<file path="src/hw/rtl/dfp_pkg.sv">
// ----------------------------------------------------------------------------
// dfp_pkg
// Shared types, register indexes, policy modes and constants of the DVFS
// frequency policy.
// ----------------------------------------------------------------------------
package dfp_pkg;

  localparam int CounterWidthDefault = 64;
  localparam int SampleWidth         = 64;
  localparam int NumCounters         = 8;
  localparam int LimitWidth          = 32;
  localparam int FreqWidth           = 22;
  localparam int FreqValueWidth      = FreqWidth + 1;
  localparam int CfgIndexWidth       = 3;
  localparam int CfgDataWidth        = 32;

  // Counter slots within one sample.
  localparam int CntDram0   = 0;
  localparam int CntDram1   = 1;
  localparam int CntRxPkts  = 2;
  localparam int CntRxBytes = 3;
  localparam int CntTxPkts  = 4;
  localparam int CntTxBytes = 5;
  localparam int CntUser    = 6;
  localparam int CntIdle    = 7;

  typedef enum logic [CfgIndexWidth-1:0] {
    REG_MODE            = 3'd0,
    REG_ENERGY_LIMIT    = 3'd1,
    REG_COMBINED_LIMIT  = 3'd2,
    REG_BYTE_LIMIT      = 3'd3,
    REG_PACKET_LIMIT    = 3'd4,
    REG_LOW_FREQ        = 3'd5,
    REG_MID_FREQ        = 3'd6,
    REG_HIGH_FREQ       = 3'd7
  } reg_index_t;

  typedef enum logic [2:0] {
    MODE_NONE    = 3'd0,
    MODE_ENERGY  = 3'd1,
    MODE_BYTES   = 3'd2,
    MODE_PACKETS = 3'd3,
    MODE_ANY     = 3'd4,
    MODE_TREE    = 3'd5
  } mode_t;

  typedef struct packed {
    logic [2:0]            mode;
    logic [LimitWidth-1:0] energy_limit;
    logic [LimitWidth-1:0] combined_energy_limit;
    logic [LimitWidth-1:0] byte_limit;
    logic [LimitWidth-1:0] packet_limit;
    logic [FreqWidth-1:0]  low_freq;
    logic [FreqWidth-1:0]  mid_freq;
    logic [FreqWidth-1:0]  high_freq;
  } cfg_t;

  typedef struct packed {
    logic                 write;
    logic [FreqWidth-1:0] target;
  } decision_t;

  localparam logic [LimitWidth-1:0] EnergyLimitReset   = 32'd4000000;
  localparam logic [LimitWidth-1:0] CombinedLimitReset = 32'd3000000;
  localparam logic [LimitWidth-1:0] ByteLimitReset     = 32'd20000000;
  localparam logic [LimitWidth-1:0] PacketLimitReset   = 32'd10000;
  localparam logic [FreqWidth-1:0]  LowFreqReset       = 22'd1200000;
  localparam logic [FreqWidth-1:0]  MidFreqReset       = 22'd1300000;
  localparam logic [FreqWidth-1:0]  HighFreqReset      = 22'd2400000;

  // Decision tree split points; deltas are integers, so x <= 111.5 is x <= 111.
  localparam int TreeUserLimit = 111;
  localparam int TreeRxbLimit  = 95076;
  localparam int TreeIdleLimit = 79;
  localparam logic signed [FreqValueWidth-1:0] TreeFreqA = 23'sd1650000;
  localparam logic signed [FreqValueWidth-1:0] TreeFreqB = 23'sd1850000;
  localparam logic signed [FreqValueWidth-1:0] TreeFreqC = 23'sd2250000;

  localparam logic signed [FreqValueWidth-1:0] FreqUnknown = -23'sd1;

endpackage

</file>
<file path="src/hw/rtl/dvfs_frequency_policy_top.sv">
// ----------------------------------------------------------------------------
// dvfs_frequency_policy_top
// Frequency policy over samples of eight running counters: per-counter
// deltas, then a threshold or decision-tree choice of the next frequency.
// ----------------------------------------------------------------------------
//   Channel   Handshake            Payload
//   in        in_valid / in_stall  eight 64-bit counter samples
//   out       out_valid/ out_stall freq_write, freq_value
//   config    cfg_write            cfg_index, cfg_data
//
// Deltas are formed into the sample register as an item is accepted, and the
// decision is then made from them into the result register.
// One item per cycle is sustained; in_stall rises only while a result waits
// under out_stall and the sample register is full.
// Synchronous reset clears the previous sample to zero and the frequency to -1.
// ----------------------------------------------------------------------------
module dvfs_frequency_policy_top #(
  parameter int CW = dfp_pkg::CounterWidthDefault
) (
  input  logic                                       clk,
  input  logic                                       rst,
  input  logic                                       cfg_write,
  input  logic [dfp_pkg::CfgIndexWidth-1:0]          cfg_index,
  input  logic [dfp_pkg::CfgDataWidth-1:0]           cfg_data,
  input  logic                                       in_valid,
  output logic                                       in_stall,
  input  logic [dfp_pkg::SampleWidth-1:0]            dram0_energy,
  input  logic [dfp_pkg::SampleWidth-1:0]            dram1_energy,
  input  logic [dfp_pkg::SampleWidth-1:0]            rx_packets,
  input  logic [dfp_pkg::SampleWidth-1:0]            rx_bytes,
  input  logic [dfp_pkg::SampleWidth-1:0]            tx_packets,
  input  logic [dfp_pkg::SampleWidth-1:0]            tx_bytes,
  input  logic [dfp_pkg::SampleWidth-1:0]            user_time,
  input  logic [dfp_pkg::SampleWidth-1:0]            idle_time,
  output logic                                       out_valid,
  input  logic                                       out_stall,
  output logic                                       freq_write,
  output logic signed [dfp_pkg::FreqValueWidth-1:0]  freq_value
);
  import dfp_pkg::*;

  cfg_t cfg;

  logic [NumCounters-1:0][CW-1:0] sample;
  logic [NumCounters-1:0][CW-1:0] prev;
  logic [NumCounters-1:0][CW-1:0] delta;
  logic                           s1_valid;
  logic signed [FreqValueWidth-1:0] cur_freq;
  logic signed [FreqValueWidth-1:0] cur_freq_next;
  decision_t                      dec;
  logic                           in_take;
  logic                           advance;

  assign sample[CntDram0]   = dram0_energy[CW-1:0];
  assign sample[CntDram1]   = dram1_energy[CW-1:0];
  assign sample[CntRxPkts]  = rx_packets[CW-1:0];
  assign sample[CntRxBytes] = rx_bytes[CW-1:0];
  assign sample[CntTxPkts]  = tx_packets[CW-1:0];
  assign sample[CntTxBytes] = tx_bytes[CW-1:0];
  assign sample[CntUser]    = user_time[CW-1:0];
  assign sample[CntIdle]    = idle_time[CW-1:0];

  always_ff @(posedge clk) begin
    if (rst) begin
      cfg.mode                  <= MODE_NONE;
      cfg.energy_limit          <= EnergyLimitReset;
      cfg.combined_energy_limit <= CombinedLimitReset;
      cfg.byte_limit            <= ByteLimitReset;
      cfg.packet_limit          <= PacketLimitReset;
      cfg.low_freq              <= LowFreqReset;
      cfg.mid_freq              <= MidFreqReset;
      cfg.high_freq             <= HighFreqReset;
    end else if (cfg_write) begin
      case (cfg_index)
        REG_MODE:           cfg.mode                  <= cfg_data[2:0];
        REG_ENERGY_LIMIT:   cfg.energy_limit          <= cfg_data;
        REG_COMBINED_LIMIT: cfg.combined_energy_limit <= cfg_data;
        REG_BYTE_LIMIT:     cfg.byte_limit            <= cfg_data;
        REG_PACKET_LIMIT:   cfg.packet_limit          <= cfg_data;
        REG_LOW_FREQ:       cfg.low_freq              <= cfg_data[FreqWidth-1:0];
        REG_MID_FREQ:       cfg.mid_freq              <= cfg_data[FreqWidth-1:0];
        REG_HIGH_FREQ:      cfg.high_freq             <= cfg_data[FreqWidth-1:0];
        default: ;
      endcase
    end
  end

  assign advance  = s1_valid && (!out_valid || !out_stall);
  assign in_stall = s1_valid && out_valid && out_stall;
  assign in_take  = in_valid && !in_stall;

  // The previous sample moves on acceptance, so deltas are ready in order.
  always_ff @(posedge clk) begin
    if (rst) begin
      prev     <= '0;
      s1_valid <= 1'b0;
    end else begin
      if (in_take) begin
        prev     <= sample;
        s1_valid <= 1'b1;
      end else if (advance) begin
        s1_valid <= 1'b0;
      end
    end
  end

  always_ff @(posedge clk) begin
    if (in_take) begin
      for (int i = 0; i < NumCounters; i++) begin
        delta[i] <= sample[i] - prev[i];
      end
    end
  end

  dfp_decide #(
    .CW (CW)
  ) u_decide (
    .cfg      (cfg),
    .delta    (delta),
    .cur_freq (cur_freq),
    .dec      (dec)
  );

  assign cur_freq_next = dec.write ? $signed({1'b0, dec.target}) : cur_freq;

  always_ff @(posedge clk) begin
    if (rst) begin
      cur_freq  <= FreqUnknown;
      out_valid <= 1'b0;
    end else begin
      if (advance) begin
        cur_freq  <= cur_freq_next;
        out_valid <= 1'b1;
      end else if (!out_stall) begin
        out_valid <= 1'b0;
      end
    end
  end

  always_ff @(posedge clk) begin
    if (advance) begin
      freq_write <= dec.write;
      freq_value <= cur_freq_next;
    end
  end

endmodule

</file>
<file path="src/hw/rtl/dfp_decide.sv">
// ----------------------------------------------------------------------------
// dfp_decide
// Policy decision for one sample: threshold tests on summed deltas or the
// fixed decision tree, against the current frequency.
// ----------------------------------------------------------------------------
module dfp_decide #(
  parameter int CW = dfp_pkg::CounterWidthDefault
) (
  input  dfp_pkg::cfg_t                                    cfg,
  input  logic [dfp_pkg::NumCounters-1:0][CW-1:0]          delta,
  input  logic signed [dfp_pkg::FreqValueWidth-1:0]        cur_freq,
  output dfp_pkg::decision_t                               dec
);
  import dfp_pkg::*;

  localparam logic [CW-1:0] UserLim = CW'(TreeUserLimit);
  localparam logic [CW-1:0] RxbLim  = CW'(TreeRxbLimit);
  localparam logic [CW-1:0] IdleLim = CW'(TreeIdleLimit);

  logic [CW-1:0] energy_sum;
  logic [CW-1:0] byte_sum;
  logic [CW-1:0] packet_sum;
  logic          energy_over;
  logic          combined_over;
  logic          byte_over;
  logic          packet_over;
  logic          heavy;
  logic          user_low;
  logic          rxb_low;
  logic          idle_low;
  logic [FreqWidth-1:0] thr_target;
  logic          thr_write;

  // Sums wrap at the counter width and are then read as signed.
  assign energy_sum = delta[CntDram0] + delta[CntDram1];
  assign byte_sum   = delta[CntRxBytes] + delta[CntTxBytes];
  assign packet_sum = delta[CntRxPkts] + delta[CntTxPkts];

  assign energy_over   = $signed({energy_sum[CW-1], energy_sum}) >
                         $signed({{(CW+1-LimitWidth){1'b0}}, cfg.energy_limit});
  assign combined_over = $signed({energy_sum[CW-1], energy_sum}) >
                         $signed({{(CW+1-LimitWidth){1'b0}}, cfg.combined_energy_limit});
  assign byte_over     = $signed({byte_sum[CW-1], byte_sum}) >
                         $signed({{(CW+1-LimitWidth){1'b0}}, cfg.byte_limit});
  assign packet_over   = $signed({packet_sum[CW-1], packet_sum}) >
                         $signed({{(CW+1-LimitWidth){1'b0}}, cfg.packet_limit});

  assign user_low = $signed(delta[CntUser]) <= $signed(UserLim);
  assign rxb_low  = $signed(delta[CntRxBytes]) <= $signed(RxbLim);
  assign idle_low = $signed(delta[CntIdle]) <= $signed(IdleLim);

  always_comb begin
    case (cfg.mode)
      MODE_ENERGY:  heavy = energy_over;
      MODE_BYTES:   heavy = byte_over;
      MODE_PACKETS: heavy = packet_over;
      MODE_ANY:     heavy = byte_over | combined_over | packet_over;
      default:      heavy = 1'b0;
    endcase
  end

  assign thr_target = heavy ? cfg.low_freq : cfg.high_freq;
  assign thr_write  = $signed({1'b0, thr_target}) != cur_freq;

  always_comb begin
    dec.write  = 1'b0;
    dec.target = thr_target;
    case (cfg.mode)
      MODE_ENERGY, MODE_BYTES, MODE_PACKETS, MODE_ANY: begin
        dec.write = thr_write;
      end
      MODE_TREE: begin
        if (user_low) begin
          if (rxb_low) begin
            dec.write  = 1'b1;
            dec.target = cfg.mid_freq;
          end else begin
            dec.write  = cur_freq > TreeFreqA;
            dec.target = cfg.low_freq;
          end
        end else if (idle_low) begin
          dec.write  = cur_freq > TreeFreqB;
          dec.target = cfg.low_freq;
        end else begin
          dec.write  = cur_freq <= TreeFreqC;
          dec.target = cfg.high_freq;
        end
      end
      default: begin
        dec.write = 1'b0;
      end
    endcase
  end

endmodule

</file>
<file path="config.mk">
export PLATFORM = sky130hd
export DESIGN_NAME = dvfs_frequency_policy_top
export DESIGN_NICKNAME = d
export VERILOG_FILES = /design/src/hw/rtl/dfp_pkg.sv /design/src/hw/rtl/dvfs_frequency_policy_top.sv /design/src/hw/rtl/dfp_decide.sv
export SDC_FILE = /design/constraint.sdc
export NUM_CORES = 2
export LEC_CHECK = 0
export ABC_AREA = 1
export BUFFER_PORTS_ARGS = -buffer_cell sky130_fd_sc_hd__buf_2
export CORE_ASPECT_RATIO = 0.75
export CORE_MARGIN = 2
export CORE_UTILIZATION = 35
export DETAILED_ROUTE_END_ITERATION = 8
export PLACE_DENSITY = 0.51
export SYNTH_ARGS = -nofsm -noshare
export SYNTH_HDL_FRONTEND = slang
export SYNTH_SLANG_ARGS = --single-unit
</file>
<file path="constraint.sdc">
create_clock -name clk -period 24.1 [get_ports clk]
set_input_delay 2.41 -clock clk [delete_from_list [all_inputs] [get_ports clk]]
set_output_delay 2.41 -clock clk [all_outputs]
set_load 0.05 [all_outputs]
</file>
# == Word level (Yosys, flattened, before mapping) ==
# Cells that the tools add are included.
# totals
register_bits,1270
output_inout_bits,26
word_cells,97
inputBits,552
# op_classes
n_lt_le_gt_ge,10
n_reduce_logical,19
eq_ne,14
n_addsub,11
bitwise_logic,2
muxes,12
# op_table
operator,count
$sub 64x64->64,8
$gt 64x33->1,4
$add 64x64->64,3
$le 64x8->1 const B,2
$mux 23,4
$le 64x18->1 const B,1
$gt 23x22->1 const B,2
$mux 22,2
$le 23x23->1 const B,1
$ne 23x23->1,1
$eq 3x3->1 const B,6
$reduce_and 2->1,8
$eq 3x2->1 const B,4
$eq 3x1->1 const B,2
$logic_and 1x1->1,4
$mux 1,4
$pmux 1 s4,1
$reduce_or 4->1,1
$logic_not 1->1,3
$logic_not 3->1,1
$ne 2x1->1 const B,1
$or 1x1->1,2
$pmux 1 s2,1
$reduce_bool 2->1,1
$logic_or 1x1->1,1

# == Depth between registers and ports, before layout ==
# depth
ltp_word,9
ltp_mapped,45

# == Cells and area by module ==
# Synthesis repeated with hierarchy kept, for this count alone.
# hier_totals
hier_cells,18447
hier_area_um2,111071.5
# by_module_without_submodules
module,area_per_inst_um2,cells_each,n_inst
dvfs_frequency_policy_top,89348.2,14128,1
dfp_decide,21723.3,4319,1

# == Worst setup path after synthesis ==
# OpenSTA, ideal clock, no wires.
# synth_timing
kind,input -> register
startpoint,input port out_stall
endpoint,register prev[0] in the netlist's numbering
required_ps,23414
setup_time_ps,686
t_arrival_ps,17689
stages,8
setup_slack_ps,5725
cell_sequence,nand2_1 nor2_1 inv_1 nand2_1 clkbuf_1 inv_1 clkbuf_1 a21oi_1
# synth_between
elab_chain_len,3
# synth_rtl
item,line,text
start: declaration,dvfs_frequency_policy_top.sv:36,"input logic out_stall,"
$logic_and 1x1->1,dvfs_frequency_policy_top.sv:89,assign in_stall = s1_valid && out_valid && out_stall;
named net in_stall,dvfs_frequency_policy_top.sv:26,"output logic in_stall,"
$logic_not 1->1,dvfs_frequency_policy_top.sv:90,assign in_take = in_valid && !in_stall;
$logic_and 1x1->1,dvfs_frequency_policy_top.sv:90,
named net in_take,dvfs_frequency_policy_top.sv:51,logic in_take;
end signal: assignment,dvfs_frequency_policy_top.sv:99,prev <= sample;
end: declaration,dvfs_frequency_policy_top.sv:45,logic [NumCounters-1:0][CW-1:0] prev;
# The timed path passes the listed nets, and every way through them passes these cells.
# A chain may end at the register's enable or synchronous reset.

# == Final worst setup path ==
# layout_timing
startpoint,register delta[150] in the netlist's numbering
endpoint,"register freq_value[12] in the netlist's numbering, data pin"
# layout_between
elab_chain_len,8
word_cells_on_any_way,9
# layout_rtl
item,line,text
start: declaration,dvfs_frequency_policy_top.sv:46,logic [NumCounters-1:0][CW-1:0] delta;
start signal: indexed assignment,dvfs_frequency_policy_top.sv:110,delta[i] <= sample[i] - prev[i];
$add 64x64->64 *,dfp_decide.sv:37,assign packet_sum = delta[CntRxPkts] + delta[CntTxPkts];
$gt 64x33->1 *,dfp_decide.sv:45,"assign packet_over = $signed({packet_sum[CW-1], packet_sum}) >"
$or 1x1->1,dfp_decide.sv:57,MODE_ANY: heavy = byte_over | combined_over | packet_over;
$pmux 1 s4 *,dfp_decide.sv:53,case (cfg.mode)
$mux 22 *,dfp_decide.sv:62,assign thr_target = heavy ? cfg.low_freq : cfg.high_freq;
$ne 23x23->1,dfp_decide.sv:63,"assign thr_write = $signed({1'b0, thr_target}) != cur_freq;"
$pmux 1 s2,dfp_decide.sv:68,case (cfg.mode)
$mux 23 *,dvfs_frequency_policy_top.sv:124,"assign cur_freq_next = dec.write ? $signed({1'b0, dec.target}) : cur_freq;"
named net cur_freq_next[12],dvfs_frequency_policy_top.sv:49,logic signed [FreqValueWidth-1:0] cur_freq_next;
end signal: assignment,dvfs_frequency_policy_top.sv:143,freq_value <= cur_freq_next;
end: declaration,dvfs_frequency_policy_top.sv:38,output logic signed [dfp_pkg::FreqValueWidth-1:0] freq_value
# The timed path passes the listed nets; every way through them passes the cells marked *.

==> out/results.txt <==
Initial Utilization = 35.1%
Global Route Usage Sum = 23.6%
routability cong. = 1.00
Post-synth ARST share = 0%
critical path required time = 24770 ps
initial antenna violation count = 96
post-CTS sizing = 0
post-route ant nets = 0
most frequent CP cell = nand2_1
DRT Pass-1 Iters = 6
peak supply drop = 0.0000516 V
drt via density = 5.02
Most used DFF post-synth = dfxtp_1
sequential power share = 32.2%
setup bufs post-CTS = 0
vias in the first global route = 76540
status = finished clean
most frequent cells in the layout = nand2_1 (2353), inv_1 (2110), a21oi_1 (1664)
Comb pwr share = 38.6%
Period Utilization, post-route = 31.4%
core area = 256000 µm²
FP Rows = 161
top-area cell type share of the netlist area = 17.9%
proportion of layout cells with a drive suffix above 1 = 6.89%
Die Area = 261000 µm²
Final Max Slew Viols = 0
hold buffers post-CTS = 0
drt initial violations = 7243
#FFs+latches synth = 1270
startpoint types = flop
setup TNS = 0 ps
DRC = 0
Die X = 590 µm
Max-slew headroom = 11.7%
synth warn = 0
maxcap violations = 0
Clock transition at path regs = 60 ps
Area contributors post-synth = edfxtp_1 (18%), dfxtp_1 (16%), ha_1 (11%), nand2_1 (9.8%), a21oi_1 (9.2%)
first-pass GRT wire length = 477000 µm
TritonCTS clock tree = yes
slowest CP cell = nand2_2
Clk pwr share = 29.2%
synthesized area = 90000 µm²
syn_area_per_cell = 7.20 µm²
endpoints failing hold = 0
worst-skew pair later-pin latency = 850 ps
Worst Path Arrival = 8240 ps
DP Wirelength = 259000 µm
switching power share of the total = 39.4%
Area growth syn-to-layout = 13.0%
Clock Tree Root = clkbuf_16
min-delay worst type = flop to flop
number of clock buffers inserted by TritonCTS = 158
crit path capture type = flop
via count = 83186
Distinct cells, synth = 58
Synth area leader = edfxtp_1
syn_nets = 13884
worst-margin pin slew = 1310 ps
most common cell after layout, fill and taps aside = nand2_1
Setup Crit Path Kind = flop to flop
largest net degree at the start of global routing = 231
Psw = 3.28 mW
pwr dens = 81.8 nW/µm²
grt total ovfl = 0
htree depth = 4
DR WL/cell = 19.2 µm
Final setup viols = 0
Reg2Reg Setup Slack = 16530 ps
port bufs = 577
clock buffer depth = 4
Mapped Cells = 12500
Tmin final = 7570 ps
sequential fraction of the synthesis area = 34.2%
# IOs = 578
fin nets = 14399
Max Clock Skew = 52.7 ps
chip height = 443 µm
worst hold slack = 454 ps
Fmax = 132 MHz
RSZ-0062 raised after global routing = no
P_leak = 45.7 nW
Sink Count = 1270
drt total wl = 318000 µm
Fill cells = 27503
Post-synth EDFFs = 536
Int Power = 5.04 mW
CP Max Fanout = 41
delay of the slowest critical-path stage = 410 ps
## path summary, 6_finish.rpt
path | cells after the start | startpoint | to
setup / recovery | 34 | delta[150] | freq_value[12]
hold / removal | 2 | prev[378] | prev[378]
hold reg to reg | 2 | prev[378] | prev[378]
setup reg to reg | 34 | delta[150] | freq_value[12]
## area by class of cell
| cell class | count | area, µm² | share of cell area [%] |
|---|---|---|---|
| multi-input cells | 8832 | 50300 | 49.4 |
| flip-flops and latches | 1270 | 30800 | 30.2 |
| inverters | 2133 | 8020 | 7.88 |
| clock buffers | 207 | 4340 | 4.27 |
| well taps | 3423 | 4280 | 4.21 |
| repair buffers | 620 | 3250 | 3.19 |
| clock inverters | 71 | 795 | 0.781 |
| diodes | 23 | 57.6 | 0.0565 |
## Yosys cell counts, drive strengths merged, types with 201 or more instances
library cell	instances
o21ai	1161
xor2	402
ha	821
dfxtp	734
nand3	334
clkbuf	256
inv	2126
xnor2	201
nor2	988
nand2	2362
a21oi	1665
edfxtp	536
## state kept, by name (all words and copies together) (netlist names)
| signal | cells |
|---|---|
| delta | 512 |
| s1_valid | 1 |
| freq_write | 1 |
| out_valid | 1 |
| cfg | 197 |
| prev | 512 |
| cur_freq | 23 |
| freq_value | 23 |
## power groups by stage
| stage | clock (mW) | sequential, mW | combinational (mW) |
|---|---|---|---|
| floorplan | 0 | 2.68 | 2.18 |
| global placement | 0 | 2.72 | 3.18 |
| detailed placement | 0 | 2.72 | 3.17 |
| CTS | 2.50 | 2.68 | 3.19 |
| global route | 2.58 | 2.70 | 3.60 |
| finish | 2.43 | 2.68 | 3.21 |
## metrics by stage
stage,instances,total power [mW],util [%],area [µm²],worst slack [ps]
after floorplan,12500,4.86,-,90000,5720
after global placement,16278,5.91,37.7,96600,16510
after detailed placement,16278,5.89,37.7,96600,16550
after CTS,16556,8.37,39.7,102000,16710
after global routing,16568,8.88,39.7,102000,16050
final,16579,8.32,39.7,102000,16530
## cell families (layout without fill, tap and decap cells)
family	count (synthesis)	count (layout)	share of synthesized area, %
flops	1270	1270	34.2
fa+ha+maj	832	832	11.7
other cells	0	23	0
compound gates	3367	3367	20.0
simple gates	4030	4030	18.2
buf+inv	2398	3031	10.0
xor+xnor	603	603	5.87
## per-layer routing
layer | part of all wire (%) | vias to the layer above | GRT usage (%)
li1 | - | 42569 | -
met1 | 50 | 37753 | 36.1
met2 | 40 | 2426 | 34.1
met3 | 7.2 | 410 | 4.12
met4 | 2.1 | 28 | 4.91
met5 | 0.047 | - | 0
## worst max-delay path: cells and delay by family, from the launching register on
kind	cells	cell delay, ps
simple gates	24	4100
flops	1	390
xor+xnor	1	190
fa+ha+maj	2	710
buf+inv	3	770
compound gates	4	1150
Power figures use the tool's default switching activity.
